### config.mk
export PLATFORM = sky130hd
export DESIGN_NAME = m3ls_mulq
export DESIGN_NICKNAME = d
export VERILOG_FILES = /design/src/rtl/core/m3ls_pkg.sv /design/src/rtl/core/m3ls_mulq.sv
export SDC_FILE = /design/constraint.sdc
export NUM_CORES = 2
export LEC_CHECK = 0
export ABC_AREA = 0
export BUFFER_PORTS_ARGS = -buffer_cell sky130_fd_sc_hd__buf_2
export CAP_MARGIN = 15
export CORE_MARGIN = 2
export CORE_UTILIZATION = 40
export DETAILED_ROUTE_END_ITERATION = 10
export MAX_ROUTING_LAYER = met4
export SYNTH_ARGS = -nofsm -noshare
export SYNTH_HDL_FRONTEND = slang
export SYNTH_SLANG_ARGS = --single-unit
### constraint.sdc
create_clock -name clock -period 12.1 [get_ports clock]
set_clock_uncertainty 0.05 [all_clocks]
set_input_delay 1.815 -clock clock [delete_from_list [all_inputs] [get_ports clock]]
set_output_delay 1.815 -clock clock [all_outputs]
set_load 0.01 [all_outputs]
### src/rtl/core/m3ls_pkg.sv
package m3ls_pkg;

   // default widths
   localparam int FRAC_BITS_DEF = 16;
   localparam int WORD_BITS_DEF = 32;
   localparam int ACC_BITS      = 64;
   localparam int STEP_BITS     = 5;
   localparam int SEL_BITS      = 5;

   typedef logic signed [ACC_BITS-1:0] acc_type;
   typedef logic [STEP_BITS-1:0]       step_type;
   typedef logic [SEL_BITS-1:0]        sel_type;

   // symmetric limit of the wide intermediates
   localparam acc_type ACC_LIM = 64'sh7FFF_FFFF_FFFF_FFFF;

   typedef enum logic [1:0] {
      CMD_LOAD   = 2'd0,
      CMD_SOLVE3 = 2'd1,
      CMD_SOLVE2 = 2'd2,
      CMD_NOP    = 2'd3
   } cmd_type;

   localparam logic [1:0] ROW_NONE = 2'd3;

   typedef enum logic [2:0] {
      ST_IDLE,
      ST_MUL_START,
      ST_MUL_WAIT,
      ST_CHECK,
      ST_DIV_START,
      ST_DIV_WAIT,
      ST_FIN
   } state_type;

   typedef enum logic [1:0] {
      OP_LOAD,
      OP_ADD,
      OP_SUB
   } op_type;

   // operand and destination codes
   localparam sel_type SEL_M0  = 5'd0;
   localparam sel_type SEL_M1  = 5'd1;
   localparam sel_type SEL_M2  = 5'd2;
   localparam sel_type SEL_M3  = 5'd3;
   localparam sel_type SEL_M4  = 5'd4;
   localparam sel_type SEL_M5  = 5'd5;
   localparam sel_type SEL_M6  = 5'd6;
   localparam sel_type SEL_M7  = 5'd7;
   localparam sel_type SEL_M8  = 5'd8;
   localparam sel_type SEL_B0  = 5'd9;
   localparam sel_type SEL_B1  = 5'd10;
   localparam sel_type SEL_B2  = 5'd11;
   localparam sel_type SEL_C00 = 5'd12;
   localparam sel_type SEL_C01 = 5'd13;
   localparam sel_type SEL_C02 = 5'd14;
   localparam sel_type SEL_C10 = 5'd15;
   localparam sel_type SEL_C11 = 5'd16;
   localparam sel_type SEL_C12 = 5'd17;
   localparam sel_type SEL_C20 = 5'd18;
   localparam sel_type SEL_C21 = 5'd19;
   localparam sel_type SEL_C22 = 5'd20;
   localparam sel_type SEL_DET = 5'd21;
   localparam sel_type SEL_N0  = 5'd22;
   localparam sel_type SEL_N1  = 5'd23;
   localparam sel_type SEL_N2  = 5'd24;

   typedef struct packed {
      sel_type a_sel;
      sel_type b_sel;
      op_type  op;
      logic    wr;
      sel_type dst;
      logic    last;
   } uop_type;

   typedef struct packed {
      logic    done;
      logic    clip;
      acc_type value;
   } arith_rsp_type;

   function automatic uop_type mk(sel_type a, sel_type b, op_type op, logic wr,
                                  sel_type dst, logic last);
      uop_type u;
      u.a_sel = a;
      u.b_sel = b;
      u.op    = op;
      u.wr    = wr;
      u.dst   = dst;
      u.last  = last;
      return u;
   endfunction

   // microprogram: one wide product per step, folded into the accumulator
   function automatic uop_type uop_fetch(logic solve3, step_type step);
      uop_type u;
      u = mk(SEL_M0, SEL_M0, OP_LOAD, 1'b0, SEL_DET, 1'b1);
      if (!solve3) begin
         case (step)
            5'd0: u = mk(SEL_M0, SEL_M4, OP_LOAD, 1'b0, SEL_DET, 1'b0);
            5'd1: u = mk(SEL_M1, SEL_M3, OP_SUB,  1'b1, SEL_DET, 1'b0);
            5'd2: u = mk(SEL_M4, SEL_B0, OP_LOAD, 1'b0, SEL_N0,  1'b0);
            5'd3: u = mk(SEL_M1, SEL_B1, OP_SUB,  1'b1, SEL_N0,  1'b0);
            5'd4: u = mk(SEL_M0, SEL_B1, OP_LOAD, 1'b0, SEL_N1,  1'b0);
            5'd5: u = mk(SEL_M3, SEL_B0, OP_SUB,  1'b1, SEL_N1,  1'b1);
            default: u = mk(SEL_M0, SEL_M0, OP_LOAD, 1'b0, SEL_DET, 1'b1);
         endcase
      end else begin
         case (step)
            5'd0:  u = mk(SEL_M4, SEL_M8, OP_LOAD, 1'b0, SEL_C00, 1'b0);
            5'd1:  u = mk(SEL_M5, SEL_M7, OP_SUB,  1'b1, SEL_C00, 1'b0);
            5'd2:  u = mk(SEL_M7, SEL_M2, OP_LOAD, 1'b0, SEL_C01, 1'b0);
            5'd3:  u = mk(SEL_M1, SEL_M8, OP_SUB,  1'b1, SEL_C01, 1'b0);
            5'd4:  u = mk(SEL_M1, SEL_M5, OP_LOAD, 1'b0, SEL_C02, 1'b0);
            5'd5:  u = mk(SEL_M4, SEL_M2, OP_SUB,  1'b1, SEL_C02, 1'b0);
            5'd6:  u = mk(SEL_M6, SEL_M5, OP_LOAD, 1'b0, SEL_C10, 1'b0);
            5'd7:  u = mk(SEL_M3, SEL_M8, OP_SUB,  1'b1, SEL_C10, 1'b0);
            5'd8:  u = mk(SEL_M0, SEL_M8, OP_LOAD, 1'b0, SEL_C11, 1'b0);
            5'd9:  u = mk(SEL_M6, SEL_M2, OP_SUB,  1'b1, SEL_C11, 1'b0);
            5'd10: u = mk(SEL_M3, SEL_M2, OP_LOAD, 1'b0, SEL_C12, 1'b0);
            5'd11: u = mk(SEL_M0, SEL_M5, OP_SUB,  1'b1, SEL_C12, 1'b0);
            5'd12: u = mk(SEL_M3, SEL_M7, OP_LOAD, 1'b0, SEL_C20, 1'b0);
            5'd13: u = mk(SEL_M6, SEL_M4, OP_SUB,  1'b1, SEL_C20, 1'b0);
            5'd14: u = mk(SEL_M6, SEL_M1, OP_LOAD, 1'b0, SEL_C21, 1'b0);
            5'd15: u = mk(SEL_M0, SEL_M7, OP_SUB,  1'b1, SEL_C21, 1'b0);
            5'd16: u = mk(SEL_M0, SEL_M4, OP_LOAD, 1'b0, SEL_C22, 1'b0);
            5'd17: u = mk(SEL_M3, SEL_M1, OP_SUB,  1'b1, SEL_C22, 1'b0);
            5'd18: u = mk(SEL_M0, SEL_C00, OP_LOAD, 1'b0, SEL_DET, 1'b0);
            5'd19: u = mk(SEL_M3, SEL_C01, OP_ADD,  1'b0, SEL_DET, 1'b0);
            5'd20: u = mk(SEL_M6, SEL_C02, OP_ADD,  1'b1, SEL_DET, 1'b0);
            5'd21: u = mk(SEL_C00, SEL_B0, OP_LOAD, 1'b0, SEL_N0, 1'b0);
            5'd22: u = mk(SEL_C01, SEL_B1, OP_ADD,  1'b0, SEL_N0, 1'b0);
            5'd23: u = mk(SEL_C02, SEL_B2, OP_ADD,  1'b1, SEL_N0, 1'b0);
            5'd24: u = mk(SEL_C10, SEL_B0, OP_LOAD, 1'b0, SEL_N1, 1'b0);
            5'd25: u = mk(SEL_C11, SEL_B1, OP_ADD,  1'b0, SEL_N1, 1'b0);
            5'd26: u = mk(SEL_C12, SEL_B2, OP_ADD,  1'b1, SEL_N1, 1'b0);
            5'd27: u = mk(SEL_C20, SEL_B0, OP_LOAD, 1'b0, SEL_N2, 1'b0);
            5'd28: u = mk(SEL_C21, SEL_B1, OP_ADD,  1'b0, SEL_N2, 1'b0);
            5'd29: u = mk(SEL_C22, SEL_B2, OP_ADD,  1'b1, SEL_N2, 1'b1);
            default: u = mk(SEL_M0, SEL_M0, OP_LOAD, 1'b0, SEL_DET, 1'b1);
         endcase
      end
      return u;
   endfunction

endpackage

### src/rtl/core/m3ls_mulq.sv
module m3ls_mulq #(
   parameter int FRAC_BITS = m3ls_pkg::FRAC_BITS_DEF
) (
   input  logic                    clock,
   input  logic                    reset,
   input  logic                    start,
   input  m3ls_pkg::acc_type       a,
   input  m3ls_pkg::acc_type       b,
   output m3ls_pkg::arith_rsp_type rsp
);
   import m3ls_pkg::*;

   localparam logic [127:0] HALF = 128'd1 << (FRAC_BITS - 1);

   logic         busy_ff, busy_in;
   logic [2:0]   ph_ff, ph_in;
   logic [63:0]  am_ff, am_in, bm_ff, bm_in;
   logic         neg_ff, neg_in;
   logic [127:0] prod_ff, prod_in;
   arith_rsp_type rsp_ff, rsp_in;

   logic [31:0]  pa, pb;
   logic [63:0]  pp;
   logic [127:0] pp_sh, rnd, qw;
   logic [62:0]  mag;
   logic         ovf;

   // one 32x32 partial product per cycle, then round and clip
   always_comb begin
      busy_in = busy_ff;
      ph_in   = ph_ff;
      am_in   = am_ff;
      bm_in   = bm_ff;
      neg_in  = neg_ff;
      prod_in = prod_ff;
      rsp_in  = '0;
      rsp_in.value = rsp_ff.value;
      rsp_in.clip  = rsp_ff.clip;

      case (ph_ff[1:0])
         2'd0:    begin pa = am_ff[31:0];  pb = bm_ff[31:0];  end
         2'd1:    begin pa = am_ff[31:0];  pb = bm_ff[63:32]; end
         2'd2:    begin pa = am_ff[63:32]; pb = bm_ff[31:0];  end
         default: begin pa = am_ff[63:32]; pb = bm_ff[63:32]; end
      endcase
      pp = pa * pb;
      case (ph_ff[1:0])
         2'd0:    pp_sh = {64'd0, pp};
         2'd3:    pp_sh = {pp, 64'd0};
         default: pp_sh = {32'd0, pp, 32'd0};
      endcase

      rnd = prod_ff + HALF;
      qw  = rnd >> FRAC_BITS;
      ovf = |qw[127:63];
      mag = qw[62:0];

      if (start) begin
         busy_in = 1'b1;
         ph_in   = 3'd0;
         am_in   = a[63] ? 64'(-a) : 64'(a);
         bm_in   = b[63] ? 64'(-b) : 64'(b);
         neg_in  = a[63] ^ b[63];
         prod_in = '0;
      end else if (busy_ff) begin
         if (ph_ff == 3'd4) begin
            busy_in     = 1'b0;
            rsp_in.done = 1'b1;
            rsp_in.clip = ovf;
            if (ovf) begin
               rsp_in.value = neg_ff ? -ACC_LIM : ACC_LIM;
            end else begin
               rsp_in.value = neg_ff ? -acc_type'({1'b0, mag}) : acc_type'({1'b0, mag});
            end
         end else begin
            prod_in = prod_ff + pp_sh;
            ph_in   = ph_ff + 3'd1;
         end
      end
   end

   always_ff @(posedge clock) begin
      if (reset) begin
         busy_ff     <= 1'b0;
         rsp_ff.done <= 1'b0;
      end else begin
         busy_ff     <= busy_in;
         rsp_ff.done <= rsp_in.done;
      end
      ph_ff        <= ph_in;
      am_ff        <= am_in;
      bm_ff        <= bm_in;
      neg_ff       <= neg_in;
      prod_ff      <= prod_in;
      rsp_ff.clip  <= rsp_in.clip;
      rsp_ff.value <= rsp_in.value;
   end

   assign rsp = rsp_ff;

endmodule

**Word-level counts from Yosys, hierarchy flattened**

Cells that the tools add are included.

- Flip-flop bits (word level): 327
- Bits in latches: 0
- RAM bits: 0
- Bits in read-only memories: 0
- Input bits: 131
- Output and inout bits: 66
- Word-level logic and storage cells: 45
- Memories kept: 0

- Add/sub/neg operators: 6
- Multipliers: 1
- Divide/modulo/power cells: 0
- Order comparisons: 0
- Equal/unequal tests: 4
- Shifts and indexed selects: 0
- Mux-type cells: 12
- Bitwise logic cells: 4
- Reductions and logical operators: 7

Operators with widths:

| cell | count |
|---|---|
| 128-bit one-hot mux with 2 select lines | 1 |
| 64-bit 2-to-1 mux | 3 |
| 128-bit adder | 1 |
| 128-bit by 16-bit adder with 128-bit output (second input constant) | 1 |
| 64-bit negation | 2 |
| 63-bit 2-to-1 mux | 2 |
| 66-bit 2-to-1 mux | 1 |
| 32-bit by 32-bit multiplier with 64-bit output | 1 |
| 32-bit 2-to-1 mux | 2 |
| 63-bit negation with 64-bit output | 1 |
| 49-bit OR reduction | 1 |
| 2-bit equality test (second input constant) | 2 |
| 2-bit OR reduction | 2 |
| 3-bit by 1-bit adder with 3-bit output (second input constant) | 1 |
| 3-bit equality test (second input constant) | 1 |
| 1-bit 2-to-1 mux | 3 |
| 1-bit inverter | 3 |
| 3-bit AND reduction | 1 |
| 3-bit OR reduction | 1 |
| 2-bit by 1-bit equality test with 1-bit output (second input constant) | 1 |
| 2-bit zero test | 1 |
| 2-bit AND reduction | 1 |
| 1-bit XOR | 1 |

**Longest topological paths before layout**

- Depth after elaboration: 6
- Gate-level depth with buffers: 53
- Depth with buffers taken out: 47

**Worst setup path before layout**

OpenSTA, ideal clock, no wires.

- Path kind: flip-flop to flip-flop
- From: register ph_ff[0]
- To: register prod_ff[105]
- Setup time: 116 ps
- Arrival: 12,505 ps
- Required time: 11,934 ps
- Setup slack: -571 ps
- Stages on the path, launching flop included: 45
- Path through: dfxtp_1 -> inv_1 -> ha_1 -> clkbuf_1 -> nor2_1 -> clkbuf_1 -> clkbuf_1 -> mux2i_1 -> clkbuf_1 -> nor2_1 -> fa_1 -> fa_1 -> fa_1 -> inv_1 -> fa_1 -> inv_1 -> fa_1 -> fa_1 -> [9 not listed] -> a211oi_1 -> o21a_1 -> or2_2 -> a21boi_0 -> xnor2_1 -> a22o_1 -> ha_1 -> nand4_1 -> or2_2 -> or4_1 -> or4_1 -> a21oi_1 -> o21ai_0 -> a211oi_1 -> o31ai_1 -> o31a_1 -> mux2i_1 -> a31o_2

- Cells in the longest elaborated chain, start to end: 6
- Elaborated cells between the ends (all ways): 14
- Classes of those cells: add/sub: 1; mul: 1; eq/ne: 4; mux: 3; bitwise: 1; reduce/logical: 4

Ends and longest elaborated chain:

| what | line | text |
|---|---|---|
| from (decl) | m3ls_mulq.sv:16 | `logic [2:0] ph_ff, ph_in;` |
| from (signal assigned) | m3ls_mulq.sv:90 | `ph_ff <= ph_in;` |
| 2-bit by 1-bit equality test with 1-bit output, or another cell as far along | m3ls_mulq.sv:40 | `case (ph_ff[1:0])` |
| 2-bit OR reduction (no line) | -- |  |
| 32-bit 2-to-1 mux | m3ls_mulq.sv:40 |  |
| 32-bit by 32-bit multiplier with 64-bit output | m3ls_mulq.sv:46 | `pp = pa * pb;` |
| 128-bit one-hot mux with 2 select lines | m3ls_mulq.sv:47 | `case (ph_ff[1:0])` |
| 128-bit adder | m3ls_mulq.sv:76 | `prod_in = prod_ff + pp_sh;` |
| to (signal assigned) | m3ls_mulq.sv:94 | `prod_ff <= prod_in;` |
| to (decl) | m3ls_mulq.sv:19 | `logic [127:0] prod_ff, prod_in;` |

Several ways; a longest one is shown, not always the timed one.
A chain may end at the register's enable or synchronous reset.

**Worst setup path after layout**

- From: register ph_ff[1]
- To: register prod_ff[105]

Same word-level chain as after synthesis.

==> impl_metrics.yaml <==
status:
  outcome: "complete, no violations"
worst_setup_path:
  cp_top_family: "adder cells"
  crit_top_cell: "fa_1"
  worstSetupPathType: "register to register"
  cp.arrival_ns: 12.42
  crit_path_start: "ph_ff[1]$_SDFFE_PP0P_"
  path_buf_inv: 15
  worstPathMaxFanout: 7
  cp_slowest_stage_delay_ns: 0.62
  critPathRequiredTime_ns: 12.57
  rrSetupSlack_ns: 0.16
  r2r_start: "ph_ff[1]$_SDFFE_PP0P_"
  rr_worst_depth: 50
  setup.worst_path.start_class: "register"
  end_kind: "register"
  cpMaxStageDelayCell: "fa_1"
  r2r_end: "prod_ff[105]$_SDFFE_PP0P_"
timing:
  tightest_slew_ns: 1.104
  hold_viol: 0
  final-setup-viol-count: 0
  maxSlewViolCount: 0
  fin_crit_ns: 11.94
  fin_hold_ws_ns: 0.4087
  max_freq_mhz: 83.72
  maxSlewHeadroom_pct: 25.75
  rsz0062_at_grt: "true"
  timing.final.crit_share_pct: 98.72
global_routing:
  grt_util_all_layers_pct: 29.53
  grt_pass1_wl_um: 342000
  grt_start_max_net_pins: 87
  grt_pass1_vias: 56560
  antenna_found_initial: 2
  overflow: 0
yosys:
  ys.flop_type: "edfxtp_1"
  syn_nets: 8782
  synthTopCellsByArea: "fa_1 29%, edfxtp_1 9.5%, ha_1 8.3%"
  synthesis.area_um2: 61110
  synth.most_common_cell: "inv_1"
  yosysSeqAreaShare_pct: 13.89
  synth.avg_cell_area_um2: 8.316
  synth_cells: 7349
  synthTopCellsByCount: "1013 x inv_1, 897 x fa_1, 896 x nand2_1"
  yosysTopAreaCell: "fa_1"
  synth_seq_cells: 327
  yosysTopAreaCellShare_pct: 29.38
  synthArstFlopShare_pct: 0
  synth-edff-count: 194
  synth_cell_types: 89
  yosys_warnings: 0
layout:
  postLayoutCoreUtil_pct: 49.79
  fin_nets: 9681
  syn_to_final_growth_pct: 23.77
  drive_gt1_share_pct: 21.09
routing:
  post_drt_via_cell_ratio: 5.500
  routed-wl-met3_um: 18840
  drtPass1Iterations: 6
  met1Wirelength_um: 96090
  top_layer: "met4"
  final_antenna_net_count: 0
  wirelength_um: 229200
  wl_met2_um: 103900
  vias: 56730
  post_drt_wl_per_cell_um: 22.22
  drc: 0
  drt_iter0_drc: 4730
clock_network:
  clk_latency_ns: 0.66
  cts_buffers: 44
  cts-root-buf: "clkbuf_16"
  htreeDepth: 2
  clkTransAtPathRegs_ns: 0.06
  clkSinkCount: 327
  cts_max_path_buffers: 3
  cts_tree: "built"
  hold_buffers: 0
die:
  ios: 197
  initial_core_util_pct: 40.23
  fp.coreArea_um2: 151900
  die_x_um: 394.9
  dieArea_um2: 155900
  rows: 143
  die_y_um: 394.9
place:
  hpwlAfterDp_um: 192200
  gp_congestion: 1.019
  placement.io_buffers: 196
hold_path:
  hold_end: "prod_ff[10]$_SDFFE_PP0P_"
  hold_class: "register to register"
  hold_depth: 2
  hold_path.startpoint: "prod_ff[10]$_SDFFE_PP0P_"
flow_run:
  cap_violations: 0
## worst max path at each step
stage,to,slack (ns),depth (start not counted)
2_1_floorplan,prod_ff[105]$_SDFFE_PP0P_,0.003,43
4_1_cts,prod_ff[105]$_SDFFE_PP0P_,0.0008,49
3_3_place_gp,prod_ff[125]$_SDFFE_PP0P_,-0.63,46
3_5_place_dp,prod_ff[125]$_SDFFE_PP0P_,-0.78,46
5_1_grt,prod_ff[115]$_SDFFE_PP0P_,-0.18,52
6_report,prod_ff[105]$_SDFFE_PP0P_,0.16,50
## worst reg2reg max path, delay by kind of cell (launching register included)
family | cells | cell delay (ns)
AOI/OAI and AO/OA | 14 | 2.71
muxes | 2 | 0.37
adders and majority gates | 11 | 4.81
buffers and inverters | 15 | 1.65
xor gates and xnor gates | 1 | 0.14
DFF | 1 | 0.37
and+or+nand+nor | 7 | 1.74
## metal layers
| metal | track usage, % | vias to the layer above |
|---|---|---|
| met5 | - | - |
| met4 | 11.28 | 0 |
| met3 | 5.392 | 440 |
| met2 | 45.89 | 2201 |
| met1 | 38.28 | 28070 |
| li1 | - | 26010 |
## placed cells by master (no fill, tap or decap), types with 52 or more instances in the layout
cell type,netlist,final
o21ai_0,253,221
xor2_1,85,84
xnor2_1,286,275
o21bai_1,58,55
edfxtp_1,194,194
and2_1,75,74
nor3_1,111,101
buf_2,17,196
fa_1,897,859
and3_1,70,67
nand3_1,141,140
nand4_1,133,133
a21oi_1,404,362
buf_4,2,911
inv_1,1013,987
a21o_1,117,117
nor2_1,829,817
o31ai_1,57,52
buf_6,3,58
ha_1,405,371
nand2_1,896,888
clkbuf_16,0,52
dfxtp_1,133,131
buf_12,0,60
## cell type report
| cell class | instances | area [um^2] |
|---|---|---|
| multi-input cells | 5617 | 49230 |
| inverters | 1015 | 3810 |
| repair buffers | 1243 | 10040 |
| diodes | 2 | 5.005 |
| well taps | 2030 | 2540 |
| clock buffers | 56 | 1186 |
| fillers | 14440 | 76260 |
| flip-flops and latches | 327 | 8493 |
| clock inverters | 24 | 337.8 |
## kinds of logic after synthesis
kind of cell / Yosys count / share of synthesized area [%]
buffers and inverters: 1405 / 8.714
multiplexers: 146 / 2.522
AO/OA/AOI/OAI: 1230 / 12.78
AND/OR/NAND/NOR: 2568 / 19.10
flip-flops: 327 / 13.89
adder cells (fa/ha/maj): 1302 / 37.68
XOR/XNOR: 371 / 5.317
## metrics by stage
step / std cells / instance area, um^2 / worst slack (ns) / TNS (ns)
after floorplan: 7349 / 61240 / 0.002842 / 0
after global placement: 10130 / 71000 / -0.6339 / -13.34
after detailed placement: 10130 / 71010 / -0.7768 / -16.73
after CTS: 10220 / 73170 / 0.0008020 / 0
after global routing: 10310 / 75640 / -0.1766 / -1.942
final: 10310 / 75640 / 0.1551 / 0
## repair_timing
item,in CTS,in global routing
buffers inserted,15,81
gates resized for setup,111,344
setup endpoints to repair,50,62
cloned,1,9
pin swaps,33,182
## state kept, by name, summed over array words and instances (netlist names)
register,flops
am_ff,64
ph_ff,3
bm_ff,64
busy_ff,1
neg_ff,1
rsp,66
prod_ff,128
Power is left out: the tool's default activity adds up to more than one toggle a clock period on the data nets, which glitch-free logic cannot reach.
