==> config.mk <==
export PLATFORM = sky130hd
export DESIGN_NAME = m3ls_div
export DESIGN_NICKNAME = d
export VERILOG_FILES = /design/src/rtl/core/m3ls_pkg.sv /design/src/rtl/core/m3ls_div.sv
export SDC_FILE = /design/constraint.sdc
export NUM_CORES = 1
export LEC_CHECK = 0
export BUFFER_PORTS_ARGS = -buffer_cell sky130_fd_sc_hd__clkbuf_2
export CORE_UTILIZATION = 30
export CTS_CLUSTER_SIZE = 25
export DETAILED_ROUTE_END_ITERATION = 12
export GPL_ROUTABILITY_DRIVEN = 0
export PLACE_DENSITY = 0.52
export SYNTH_ARGS = -nofsm -noshare
export SYNTH_HDL_FRONTEND = slang
export SYNTH_SLANG_ARGS = --single-unit
==> constraint.sdc <==
create_clock -name clock -period 12.45 [get_ports clock]
set_input_delay 0 -clock clock [delete_from_list [all_inputs] [get_ports clock]]
set_output_delay 0 -clock clock [all_outputs]
set_load 0.01 [all_outputs]
==> src/rtl/core/m3ls_pkg.sv <==
package m3ls_pkg;

   // default widths
   localparam int FRAC_BITS_DEF = 16;
   localparam int WORD_BITS_DEF = 32;
   localparam int ACC_BITS      = 64;
   localparam int STEP_BITS     = 5;
   localparam int SEL_BITS      = 5;

   typedef logic signed [ACC_BITS-1:0] acc_type;
   typedef logic [STEP_BITS-1:0]       step_type;
   typedef logic [SEL_BITS-1:0]        sel_type;

   // symmetric limit of the wide intermediates
   localparam acc_type ACC_LIM = 64'sh7FFF_FFFF_FFFF_FFFF;

   typedef enum logic [1:0] {
      CMD_LOAD   = 2'd0,
      CMD_SOLVE3 = 2'd1,
      CMD_SOLVE2 = 2'd2,
      CMD_NOP    = 2'd3
   } cmd_type;

   localparam logic [1:0] ROW_NONE = 2'd3;

   typedef enum logic [2:0] {
      ST_IDLE,
      ST_MUL_START,
      ST_MUL_WAIT,
      ST_CHECK,
      ST_DIV_START,
      ST_DIV_WAIT,
      ST_FIN
   } state_type;

   typedef enum logic [1:0] {
      OP_LOAD,
      OP_ADD,
      OP_SUB
   } op_type;

   // operand and destination codes
   localparam sel_type SEL_M0  = 5'd0;
   localparam sel_type SEL_M1  = 5'd1;
   localparam sel_type SEL_M2  = 5'd2;
   localparam sel_type SEL_M3  = 5'd3;
   localparam sel_type SEL_M4  = 5'd4;
   localparam sel_type SEL_M5  = 5'd5;
   localparam sel_type SEL_M6  = 5'd6;
   localparam sel_type SEL_M7  = 5'd7;
   localparam sel_type SEL_M8  = 5'd8;
   localparam sel_type SEL_B0  = 5'd9;
   localparam sel_type SEL_B1  = 5'd10;
   localparam sel_type SEL_B2  = 5'd11;
   localparam sel_type SEL_C00 = 5'd12;
   localparam sel_type SEL_C01 = 5'd13;
   localparam sel_type SEL_C02 = 5'd14;
   localparam sel_type SEL_C10 = 5'd15;
   localparam sel_type SEL_C11 = 5'd16;
   localparam sel_type SEL_C12 = 5'd17;
   localparam sel_type SEL_C20 = 5'd18;
   localparam sel_type SEL_C21 = 5'd19;
   localparam sel_type SEL_C22 = 5'd20;
   localparam sel_type SEL_DET = 5'd21;
   localparam sel_type SEL_N0  = 5'd22;
   localparam sel_type SEL_N1  = 5'd23;
   localparam sel_type SEL_N2  = 5'd24;

   typedef struct packed {
      sel_type a_sel;
      sel_type b_sel;
      op_type  op;
      logic    wr;
      sel_type dst;
      logic    last;
   } uop_type;

   typedef struct packed {
      logic    done;
      logic    clip;
      acc_type value;
   } arith_rsp_type;

   function automatic uop_type mk(sel_type a, sel_type b, op_type op, logic wr,
                                  sel_type dst, logic last);
      uop_type u;
      u.a_sel = a;
      u.b_sel = b;
      u.op    = op;
      u.wr    = wr;
      u.dst   = dst;
      u.last  = last;
      return u;
   endfunction

   // microprogram: one wide product per step, folded into the accumulator
   function automatic uop_type uop_fetch(logic solve3, step_type step);
      uop_type u;
      u = mk(SEL_M0, SEL_M0, OP_LOAD, 1'b0, SEL_DET, 1'b1);
      if (!solve3) begin
         case (step)
            5'd0: u = mk(SEL_M0, SEL_M4, OP_LOAD, 1'b0, SEL_DET, 1'b0);
            5'd1: u = mk(SEL_M1, SEL_M3, OP_SUB,  1'b1, SEL_DET, 1'b0);
            5'd2: u = mk(SEL_M4, SEL_B0, OP_LOAD, 1'b0, SEL_N0,  1'b0);
            5'd3: u = mk(SEL_M1, SEL_B1, OP_SUB,  1'b1, SEL_N0,  1'b0);
            5'd4: u = mk(SEL_M0, SEL_B1, OP_LOAD, 1'b0, SEL_N1,  1'b0);
            5'd5: u = mk(SEL_M3, SEL_B0, OP_SUB,  1'b1, SEL_N1,  1'b1);
            default: u = mk(SEL_M0, SEL_M0, OP_LOAD, 1'b0, SEL_DET, 1'b1);
         endcase
      end else begin
         case (step)
            5'd0:  u = mk(SEL_M4, SEL_M8, OP_LOAD, 1'b0, SEL_C00, 1'b0);
            5'd1:  u = mk(SEL_M5, SEL_M7, OP_SUB,  1'b1, SEL_C00, 1'b0);
            5'd2:  u = mk(SEL_M7, SEL_M2, OP_LOAD, 1'b0, SEL_C01, 1'b0);
            5'd3:  u = mk(SEL_M1, SEL_M8, OP_SUB,  1'b1, SEL_C01, 1'b0);
            5'd4:  u = mk(SEL_M1, SEL_M5, OP_LOAD, 1'b0, SEL_C02, 1'b0);
            5'd5:  u = mk(SEL_M4, SEL_M2, OP_SUB,  1'b1, SEL_C02, 1'b0);
            5'd6:  u = mk(SEL_M6, SEL_M5, OP_LOAD, 1'b0, SEL_C10, 1'b0);
            5'd7:  u = mk(SEL_M3, SEL_M8, OP_SUB,  1'b1, SEL_C10, 1'b0);
            5'd8:  u = mk(SEL_M0, SEL_M8, OP_LOAD, 1'b0, SEL_C11, 1'b0);
            5'd9:  u = mk(SEL_M6, SEL_M2, OP_SUB,  1'b1, SEL_C11, 1'b0);
            5'd10: u = mk(SEL_M3, SEL_M2, OP_LOAD, 1'b0, SEL_C12, 1'b0);
            5'd11: u = mk(SEL_M0, SEL_M5, OP_SUB,  1'b1, SEL_C12, 1'b0);
            5'd12: u = mk(SEL_M3, SEL_M7, OP_LOAD, 1'b0, SEL_C20, 1'b0);
            5'd13: u = mk(SEL_M6, SEL_M4, OP_SUB,  1'b1, SEL_C20, 1'b0);
            5'd14: u = mk(SEL_M6, SEL_M1, OP_LOAD, 1'b0, SEL_C21, 1'b0);
            5'd15: u = mk(SEL_M0, SEL_M7, OP_SUB,  1'b1, SEL_C21, 1'b0);
            5'd16: u = mk(SEL_M0, SEL_M4, OP_LOAD, 1'b0, SEL_C22, 1'b0);
            5'd17: u = mk(SEL_M3, SEL_M1, OP_SUB,  1'b1, SEL_C22, 1'b0);
            5'd18: u = mk(SEL_M0, SEL_C00, OP_LOAD, 1'b0, SEL_DET, 1'b0);
            5'd19: u = mk(SEL_M3, SEL_C01, OP_ADD,  1'b0, SEL_DET, 1'b0);
            5'd20: u = mk(SEL_M6, SEL_C02, OP_ADD,  1'b1, SEL_DET, 1'b0);
            5'd21: u = mk(SEL_C00, SEL_B0, OP_LOAD, 1'b0, SEL_N0, 1'b0);
            5'd22: u = mk(SEL_C01, SEL_B1, OP_ADD,  1'b0, SEL_N0, 1'b0);
            5'd23: u = mk(SEL_C02, SEL_B2, OP_ADD,  1'b1, SEL_N0, 1'b0);
            5'd24: u = mk(SEL_C10, SEL_B0, OP_LOAD, 1'b0, SEL_N1, 1'b0);
            5'd25: u = mk(SEL_C11, SEL_B1, OP_ADD,  1'b0, SEL_N1, 1'b0);
            5'd26: u = mk(SEL_C12, SEL_B2, OP_ADD,  1'b1, SEL_N1, 1'b0);
            5'd27: u = mk(SEL_C20, SEL_B0, OP_LOAD, 1'b0, SEL_N2, 1'b0);
            5'd28: u = mk(SEL_C21, SEL_B1, OP_ADD,  1'b0, SEL_N2, 1'b0);
            5'd29: u = mk(SEL_C22, SEL_B2, OP_ADD,  1'b1, SEL_N2, 1'b1);
            default: u = mk(SEL_M0, SEL_M0, OP_LOAD, 1'b0, SEL_DET, 1'b1);
         endcase
      end
      return u;
   endfunction

endpackage

==> src/rtl/core/m3ls_div.sv <==
module m3ls_div #(
   parameter int FRAC_BITS = m3ls_pkg::FRAC_BITS_DEF,
   parameter int WORD_BITS = m3ls_pkg::WORD_BITS_DEF
) (
   input  logic                    clock,
   input  logic                    reset,
   input  logic                    start,
   input  m3ls_pkg::acc_type       num,
   input  m3ls_pkg::acc_type       den,
   output m3ls_pkg::arith_rsp_type rsp
);
   import m3ls_pkg::*;

   localparam int ITERS = 64 + FRAC_BITS;
   localparam int CNT_W = $clog2(ITERS + 1);
   localparam logic [63:0] LIM_NEG = 64'd1 << (WORD_BITS - 1);
   localparam logic [63:0] LIM_POS = LIM_NEG - 64'd1;

   logic             busy_ff, busy_in;
   logic [CNT_W-1:0] cnt_ff, cnt_in;
   logic [63:0]      ud_ff, ud_in, dvd_ff, dvd_in, r_ff, r_in, q_ff, q_in;
   logic             ovf_ff, ovf_in, neg_ff, neg_in;
   arith_rsp_type    rsp_ff, rsp_in;

   logic [64:0] rs, qinc;
   logic        ge, rnd, clip;
   logic [63:0] lim, mag;

   // restoring division, one quotient bit per cycle
   always_comb begin
      busy_in = busy_ff;
      cnt_in  = cnt_ff;
      ud_in   = ud_ff;
      dvd_in  = dvd_ff;
      r_in    = r_ff;
      q_in    = q_ff;
      ovf_in  = ovf_ff;
      neg_in  = neg_ff;
      rsp_in  = '0;
      rsp_in.value = rsp_ff.value;
      rsp_in.clip  = rsp_ff.clip;

      rs   = {r_ff, dvd_ff[63]};
      ge   = rs >= {1'b0, ud_ff};
      rnd  = r_ff >= (ud_ff - r_ff);
      qinc = {1'b0, q_ff} + 65'(rnd);
      lim  = neg_ff ? LIM_NEG : LIM_POS;
      clip = ovf_ff || qinc[64] || (qinc[63:0] > lim);
      mag  = clip ? lim : qinc[63:0];

      if (start) begin
         busy_in = 1'b1;
         cnt_in  = '0;
         ud_in   = den[63] ? 64'(-den) : 64'(den);
         dvd_in  = num[63] ? 64'(-num) : 64'(num);
         r_in    = '0;
         q_in    = '0;
         ovf_in  = 1'b0;
         neg_in  = num[63] ^ den[63];
      end else if (busy_ff) begin
         if (cnt_ff == CNT_W'(ITERS)) begin
            busy_in      = 1'b0;
            rsp_in.done  = 1'b1;
            rsp_in.clip  = clip;
            rsp_in.value = neg_ff ? -acc_type'(mag) : acc_type'(mag);
         end else begin
            r_in   = ge ? 64'(rs - {1'b0, ud_ff}) : rs[63:0];
            q_in   = {q_ff[62:0], ge};
            ovf_in = ovf_ff | q_ff[63];
            dvd_in = {dvd_ff[62:0], 1'b0};
            cnt_in = cnt_ff + CNT_W'(1);
         end
      end
   end

   always_ff @(posedge clock) begin
      if (reset) begin
         busy_ff     <= 1'b0;
         rsp_ff.done <= 1'b0;
      end else begin
         busy_ff     <= busy_in;
         rsp_ff.done <= rsp_in.done;
      end
      cnt_ff       <= cnt_in;
      ud_ff        <= ud_in;
      dvd_ff       <= dvd_in;
      r_ff         <= r_in;
      q_ff         <= q_in;
      ovf_ff       <= ovf_in;
      neg_ff       <= neg_in;
      rsp_ff.clip  <= rsp_in.clip;
      rsp_ff.value <= rsp_in.value;
   end

   assign rsp = rsp_ff;

endmodule

Word level (Yosys, flattened, before mapping)
Index checks and enable logic that the tools add are counted.

cells by class
  add/subtract/negate cells = 7
  magnitude comparators = 3
  equal/unequal tests = 2
  mux-type cells = 13
  bitwise logic cells = 5
  reductions and logical operators = 7

operators by type and width
  cell                   count
  $mux W64               7
  $neg A64 Y64           3
  $sub A64 B64 Y64       2
  $mux W66               1
  $add A64 B1 Y65        1
  $ge A65 B64 Y1         1
  $ge A64 B64 Y1         1
  $gt A64 B32 Y1         1
  $mux W63               1
  $mux W32               1
  $add A7 B1 Y7 const B  1
  $eq A7 B7 Y1 const B   1
  $reduce_and A2 Y1      2
  $mux W1                3
  $not A1 Y1             3
  $reduce_and A3 Y1      1
  $reduce_or A3 Y1       1
  $logic_or A1 B1 Y1     2
  $ne A2 B2 Y1 const B   1
  $reduce_bool A2 Y1     1
  $or A1 B1 Y1           1
  $xor A1 B1 Y1          1

word-level totals
  register bits = 332
  input port bits = 131
  word-level logic and storage cells = 49

Logic depth before layout (Yosys ltp)
Gate-level depths: netlist of run 1.

  word-level depth = 9
  mapped depth = 55

Least setup slack after synthesis of run 1
Ideal clock, no wire load.

  path kind = flip-flop to flip-flop
  start point = register ud_ff[0]
  end point = register rsp_ff, in the netlist rsp[46] (data pin)
  arrival = 9.593 ns
  required time = 12.182 ns
  slack = 2.589 ns
  cell stages (with the launch flop) = 54
  path buffers = 5
  clock period less this slack = 9.861 ns
  path through = edfxtp_1 -> inv_1 -> ha_1 -> inv_1 -> fa_1 -> a211o_1 -> o211ai_1 -> o41ai_1 -> o22ai_1 -> o21ai_0 -> a31oi_1 -> o31ai_1 -> a31oi_1 -> o21bai_1 -> a21oi_1 -> xnor2_1 -> ha_1 -> a21o_1 -> [... 18 more ...] -> ha_1 -> nand4_1 -> or4_1 -> or2_2 -> o311ai_0 -> and4_1 -> and4_1 -> clkbuf_1 -> clkbuf_1 -> nand2_1 -> o21ai_0 -> ha_1 -> and4_1 -> and2_1 -> and4_1 -> clkbuf_1 -> clkbuf_1 -> nor2_1

on the way
  longest elaborated chain between the ends = 8
  elaborated cells on any way between the ends = 9

ends and longest elaborated chain
  item                                                         RTL line        source
  from (decl)                                                  m3ls_div.sv:21  logic [63:0] ud_ff, ud_in, dvd_ff, dvd_in, r_ff, r_in, q_ff, q_in;
  from (signal assigned)                                       m3ls_div.sv:85  ud_ff <= ud_in;
  $sub A64 B64 Y64 (*)                                         m3ls_div.sv:45  rnd = r_ff >= (ud_ff - r_ff);
  $ge A64 B64 Y1 (*)                                           m3ls_div.sv:45
  $add A64 B1 Y65 (*)                                          m3ls_div.sv:46  qinc = {1'b0, q_ff} + 65'(rnd);
  $gt A64 B32 Y1 / $logic_or A1 B1 Y1 (equally long branches)  m3ls_div.sv:48  clip = ovf_ff || qinc[64] || (qinc[63:0] > lim);
  $logic_or A1 B1 Y1                                           m3ls_div.sv:48
  $mux W64 (*)                                                 m3ls_div.sv:49  mag = clip ? lim : qinc[63:0];
  $neg A64 Y64                                                 m3ls_div.sv:65  rsp_in.value = neg_ff ? -acc_type'(mag) : acc_type'(mag);
  $mux W64 (*)                                                 m3ls_div.sv:65
  to (decl)                                                    m3ls_div.sv:23  arith_rsp_type rsp_ff, rsp_in;

Every way passes the cells marked *; elsewhere a longest branch is shown, timed or not.
A chain may end at the register's enable or synchronous reset.

Worst setup path in the final report of run 1
  start point = register r_ff[21]
  end point = register rsp_ff, in the netlist rsp[24] (data pin)

on the way
  longest elaborated chain between the ends = 8
  elaborated cells on any way between the ends = 9

ends and longest elaborated chain
  item                                                         RTL line        source
  from (decl)                                                  m3ls_div.sv:21
  from (signal assigned)                                       m3ls_div.sv:87  r_ff <= r_in;
  $sub A64 B64 Y64                                             m3ls_div.sv:45
  $ge A64 B64 Y1 (*)                                           m3ls_div.sv:45
  $add A64 B1 Y65 (*)                                          m3ls_div.sv:46
  $gt A64 B32 Y1 / $logic_or A1 B1 Y1 (equally long branches)  m3ls_div.sv:48
  $logic_or A1 B1 Y1                                           m3ls_div.sv:48
  $mux W64 (*)                                                 m3ls_div.sv:49
  $neg A64 Y64                                                 m3ls_div.sv:65
  $mux W64 (*)                                                 m3ls_div.sv:65

Marked as above.

==> impl_metrics.toml, run 1 <==
[sta]
holdWs_ns = 0.106
slew_headroom_pct = 19.3
min_period_ns = 11.48
finalCritPeriodShare_pct = 92.2
setup_viol = 0
tns_ns = 0
rsz0062_at_grt = "no"
post-route-worst-setup-slack_ns = 0.970
tightest_slew_ns = 1.21
max_freq_ghz = 0.0871
drv_slew = 0
hold_violations = 0
skew_ns = 0.0317

[worst_setup_path]
cp_common_cell = "o21ai_0"
critPathCaptureType = "flip-flop"
cp.arrival_ns = 11.79
critPathLaunchType = "flip-flop"
worstPathRequired_ns = 12.76
worst_path_max_delay_cell = "or4_1"
max_stage_delay_ns = 0.71
critical_path_class = "flip-flop to flip-flop"
cp_max_fo = 13

[power_and_ir_drop]
power_mw = 3.28
power_density_nw_per_um2 = 103
ir_worst_vdd_mv = 0.0952
p_leak_nw = 13.1

[cts]
ctsLongestPathBuffers = 3
worstSkewPairLatency_ns = 0.59
cts.clk_slew.worst_paths_ns = 0.05
root_buffer = "clkbuf_16"
cts_tree = "yes"
cts_buffers = 43
numClockSinks = 332
ctsHtreeMaxLevel = 2
post_cts.repair.setup_buffers = 0

[yosys]
async_flop_share_pct = 0
synth_edf_count = 194
ys_types = 76
avgSynthCellArea_um2 = 8.47
seq_area_frac_synth_pct = 32.4
synth_cells = 3130
yosys_warnings = 0
ys.flop_type = "edfxtp_1"
syn-num-nets = 3493
syn-cell-area_um2 = 26500
synth_seq_cells = 332

[cells_and_area]
layout_commonest_cell = "a21oi_1"
drive_gt1_share_pct = 9.51
fillers = 9004
nets = 3778
area_growth_pct = 20.0
layout_common_cells = "a21oi_1, nor2_1, ha_1"

[detailed_routing]
drt-vias-per-instance = 5.27
drt-total-wl_um = 79300
drt_pass1_iterations = 5
wl_per_cell_um = 17.2
ant_nets = 0
via_count = 24292
drc_errors = 0
first_iter_violations = 1822

[run_status]
status = "finished clean"

[min_path]
worst_hold_path_type = "input pin to flip-flop"

[placed_design]
hpwlAfterDp_um = 58600
io_buffers = 196
pre_cts_slack_ns = 0.0990

[global_route]
grt_usage_pct = 17.1
grt-ovfl-total = 0
grt_pass1_wl_um = 125000
grt_pass1_vias = 23187
grt_max_degree = 115
antenna_found_initial = 0

[die]
die_w_um = 299
rows = 108
die-area_um2 = 89500
die_y_um = 299
initial_utilization_pct = 30.4
coreArea_um2 = 87200
ios = 197

[job]
drv_cap = 0
[layer usage]
layer	track usage, %	wire [µm]	up-vias	part of all wire (%)
met1	23.4	37800	11413	48
met3	1.86	3030	119	3.8
met5	0	0	-	0
li1	-	-	12202	-
met2	28.3	36200	558	46
met4	5.24	2270	0	2.9
[worst max-delay path, delay by kind of cell (launching register included)]
kind	cells	cell delay (ns)
AND/OR/NAND/NOR	21	4.72
AO/OA/AOI/OAI	14	3.64
adder cells (fa/ha/maj)	6	1.67
XOR/XNOR	2	0.49
flip-flops	1	0.39
buffers and inverters	2	0.26
[final cells by class]
cell class / count / area (µm²) / share of cell area [%]
multi-input combinational: 2438 / 16600 / 52.2
sequential: 332 / 8590 / 27.0
timing repair buffer: 392 / 2900 / 9.10
tap: 1155 / 1450 / 4.54
clock buffer: 63 / 1250 / 3.94
inverter: 208 / 783 / 2.46
clock inverter: 17 / 244 / 0.767
antenna: 1 / 2.50 / 0.00786
[what timing repair did]
action	in CTS	in global routing
hold buffers	175	0
endpoints found under the setup margin	0	37
hold endpoints to repair	163	0
resized for setup	0	5
[logic make-up after synthesis]
| kind of cell | Yosys count | share of synthesized area, % |
|---|---|---|
| AOI/OAI and AO/OA | 987 | 23.9 |
| xor gates and xnor gates | 296 | 9.78 |
| adders and majority gates | 232 | 11.0 |
| buffers and inverters | 360 | 5.13 |
| DFF | 332 | 32.4 |
| muxes | 11 | 0.420 |
| and+or+nand+nor | 912 | 17.4 |
[where the power goes]
| part | internal [mW] | leakage (nW) | switching (mW) |
|---|---|---|---|
| clock | 0.790 | 0.727 | 0.518 |
| combinational | 0.301 | 9.39 | 0.415 |
| sequential | 1.23 | 2.97 | 0.0288 |
| total | 2.32 | 13.1 | 0.962 |
[registers in the layout, summed over array words and instances (netlist names)]
register and cells:
q_ff 64, dvd_ff 64, rsp 66, busy_ff 1, cnt_ff 7, ud_ff 64, r_ff 64, neg_ff 1
ovf_ff 1
[synth_stat cells (all sizes together), types with 47 or more instances]
| master | number | area [µm²] |
|---|---|---|
| o22ai | 53 | 332 |
| edfxtp | 194 | 5830 |
| xnor2 | 164 | 1440 |
| dfxtp | 138 | 2760 |
| nand4 | 75 | 484 |
| inv | 207 | 777 |
| o31ai | 48 | 360 |
| ha | 230 | 2880 |
| clkbuf | 143 | 537 |
| a22o | 50 | 438 |
| nor2 | 246 | 940 |
| a21oi | 289 | 1450 |
| nor3 | 67 | 335 |
| xor2 | 132 | 1160 |
| nand3 | 79 | 395 |
| a31oi | 47 | 294 |
| nand2 | 198 | 743 |
| a21o | 109 | 818 |
| o21ai | 186 | 931 |
[final timing paths]
kind,to,slack [ns],startpoint,cells after the start
max,rsp[24],0.97,r_ff[21],45
max reg2reg,rsp[24],0.97,r_ff[21],45
min,dvd_ff[63],0.11,num[62],5
min reg2reg,q_ff[1],0.51,q_ff[0],1
[per-stage QoR]
| step | instances | area (µm²) | utilization, % |
|---|---|---|---|
| after floorplan | 3130 | 26500 | - |
| after global placement | 4350 | 28600 | 32.8 |
| after detailed placement | 4350 | 28600 | 32.8 |
| after CTS | 4605 | 31800 | 36.5 |
| after global routing | 4605 | 31800 | 36.5 |
| final | 4606 | 31800 | 36.5 |
Power figures use the tool's default switching activity.
==> inputs of run 2 (changes only) <==
PLACE_DENSITY = 0.49   (was 0.52)
TNS_END_PERCENT = 1   (was default)
==> impl_metrics.toml, run 2 (same netlist as run 1, synthesis figures left out) <==
[global_route]
grt-ovfl-total = 0
grt_usage_pct = 17.5
grt_pass1_vias = 23447
grt_max_degree = 96
antenna_found_initial = 1
grt_pass1_wl_um = 128000

[cts]
cts_tree = "yes"
cts_buffers = 43
root_buffer = "clkbuf_16"
post_cts.repair.setup_buffers = 0
ctsHtreeMaxLevel = 2
worstSkewPairLatency_ns = 0.60
numClockSinks = 332
cts.clk_slew.worst_paths_ns = 0.06
ctsLongestPathBuffers = 3

[die]
die-area_um2 = 89500
ios = 197
die_y_um = 299
rows = 108
initial_utilization_pct = 30.4
coreArea_um2 = 87200
die_w_um = 299

[power_and_ir_drop]
power_mw = 3.26
p_leak_nw = 13.1
ir_worst_vdd_mv = 0.0936
power_density_nw_per_um2 = 102

[sta]
slew_headroom_pct = 20.1
min_period_ns = 11.22
holdWs_ns = 0.0664
tns_ns = 0
tightest_slew_ns = 1.19
drv_slew = 0
skew_ns = 0.0281
setup_viol = 0
hold_violations = 0
rsz0062_at_grt = "no"
finalCritPeriodShare_pct = 90.1
max_freq_ghz = 0.0891

[worst_setup_path]
cp_common_cell = "a21o_1"
path_buf_inv = 4
critPathLaunchType = "flip-flop"
max_stage_delay_ns = 0.58
r2r.worst_path.cells = 52
critPathCaptureType = "flip-flop"
worst_path_max_delay_cell = "o31ai_1"
critical_path_class = "flip-flop to flip-flop"
r2r-end = "rsp[24]"
cp.arrival_ns = 11.53
crit_end = "rsp[24]"
cp_max_fo = 7
timing.rr.start = "ud_ff[0]"
r2r_slack_ns = 1.23
cp.depth = 52
worstPathRequired_ns = 12.76
cp_top_family = "compound AO/OA/AOI/OAI gates"
setup.worst_path.start = "ud_ff[0]"

[run_status]
status = "finished clean"

[detailed_routing]
drt-vias-per-instance = 5.25
first_iter_violations = 1800
drt-total-wl_um = 80800
wl_per_cell_um = 17.5
drc_errors = 0
wl_met1_um = 38700
highest_layer = "met4"
via_count = 24211
ant_nets = 0
drt_pass1_iterations = 7
wl_met3_um = 2800
wl_met2_um = 37400

[cells_and_area]
layout_commonest_cell = "a21oi_1"
post-route-util_pct = 36.6
fillers = 9043
drive_gt1_share_pct = 9.42
nets = 3788
layout_common_cells = "a21oi_1, nor2_1, ha_1"
area_growth_pct = 20.2
largest_register_ffs = 66

[placed_design]
hpwlAfterDp_um = 59800
io_buffers = 196

[min_path]
hold_depth = 5
worst_hold_path_type = "input pin to flip-flop"

[job]
drv_cap = 0
[run 2: per-stage QoR]
step                      area [µm²]  cells  setup WS [ns]
final                          31900   4615           1.23
after global routing           31900   4615          0.132
after CTS                      31800   4614          0.746
after detailed placement       28500   4349          0.797
after global placement         28500   4349           1.04
after floorplan                26500   3130           2.59
[run 2: area by class of cell]
cell class / instances / area [µm²] / share of cell area [%]
well taps: 1155 / 1450 / 4.54
flip-flops and latches: 332 / 8590 / 27.0
inverters: 208 / 783 / 2.46
clock buffers: 55 / 1150 / 3.61
repair buffers: 402 / 3000 / 9.41
clock inverters: 24 / 284 / 0.892
multi-input cells: 2438 / 16600 / 52.1
diodes: 1 / 2.50 / 0.00786
[run 2: worst register-to-register path, delay by kind of cell, from the launching register on]
| family | cells | cell delay (ns) |
|---|---|---|
| adders and majority gates | 7 | 1.76 |
| AOI/OAI and AO/OA | 25 | 4.69 |
| and+or+nand+nor | 14 | 3.11 |
| buffers and inverters | 4 | 0.40 |
| xor gates and xnor gates | 2 | 0.61 |
| DFF | 1 | 0.37 |
[run 2: worst min-delay path by stage]
| stage | end | startpoint |
|---|---|---|
| after detailed placement | rsp[65] | reset |
| final | dvd_ff[63] | num[62] |
| after global placement | rsp[65] | reset |
| after global routing | dvd_ff[63] | num[62] |
| after CTS | dvd_ff[63] | num[62] |
| after floorplan | rsp[65] | reset |
[run 2: routing by layer]
| metal | track usage (%) | vias up |
|---|---|---|
| li1 | - | 12192 |
| met4 | 4.56 | 0 |
| met2 | 29.0 | 481 |
| met1 | 24.1 | 11434 |
| met3 | 1.83 | 104 |
| met5 | 0 | - |
[run 2: power by group]
part           internal (mW)  switching [mW]  leakage, nW
logic                  0.305           0.416         9.43
clock network          0.746           0.536        0.706
registers               1.23          0.0291         2.97
[run 2: repair_timing]
item / 4_1_cts / 5_1_grt
hold endpoints to repair: 144 / 0
hold buffers: 186 / 0
endpoints found under the setup margin: 0 / 20
gates resized for setup: 0 / 4
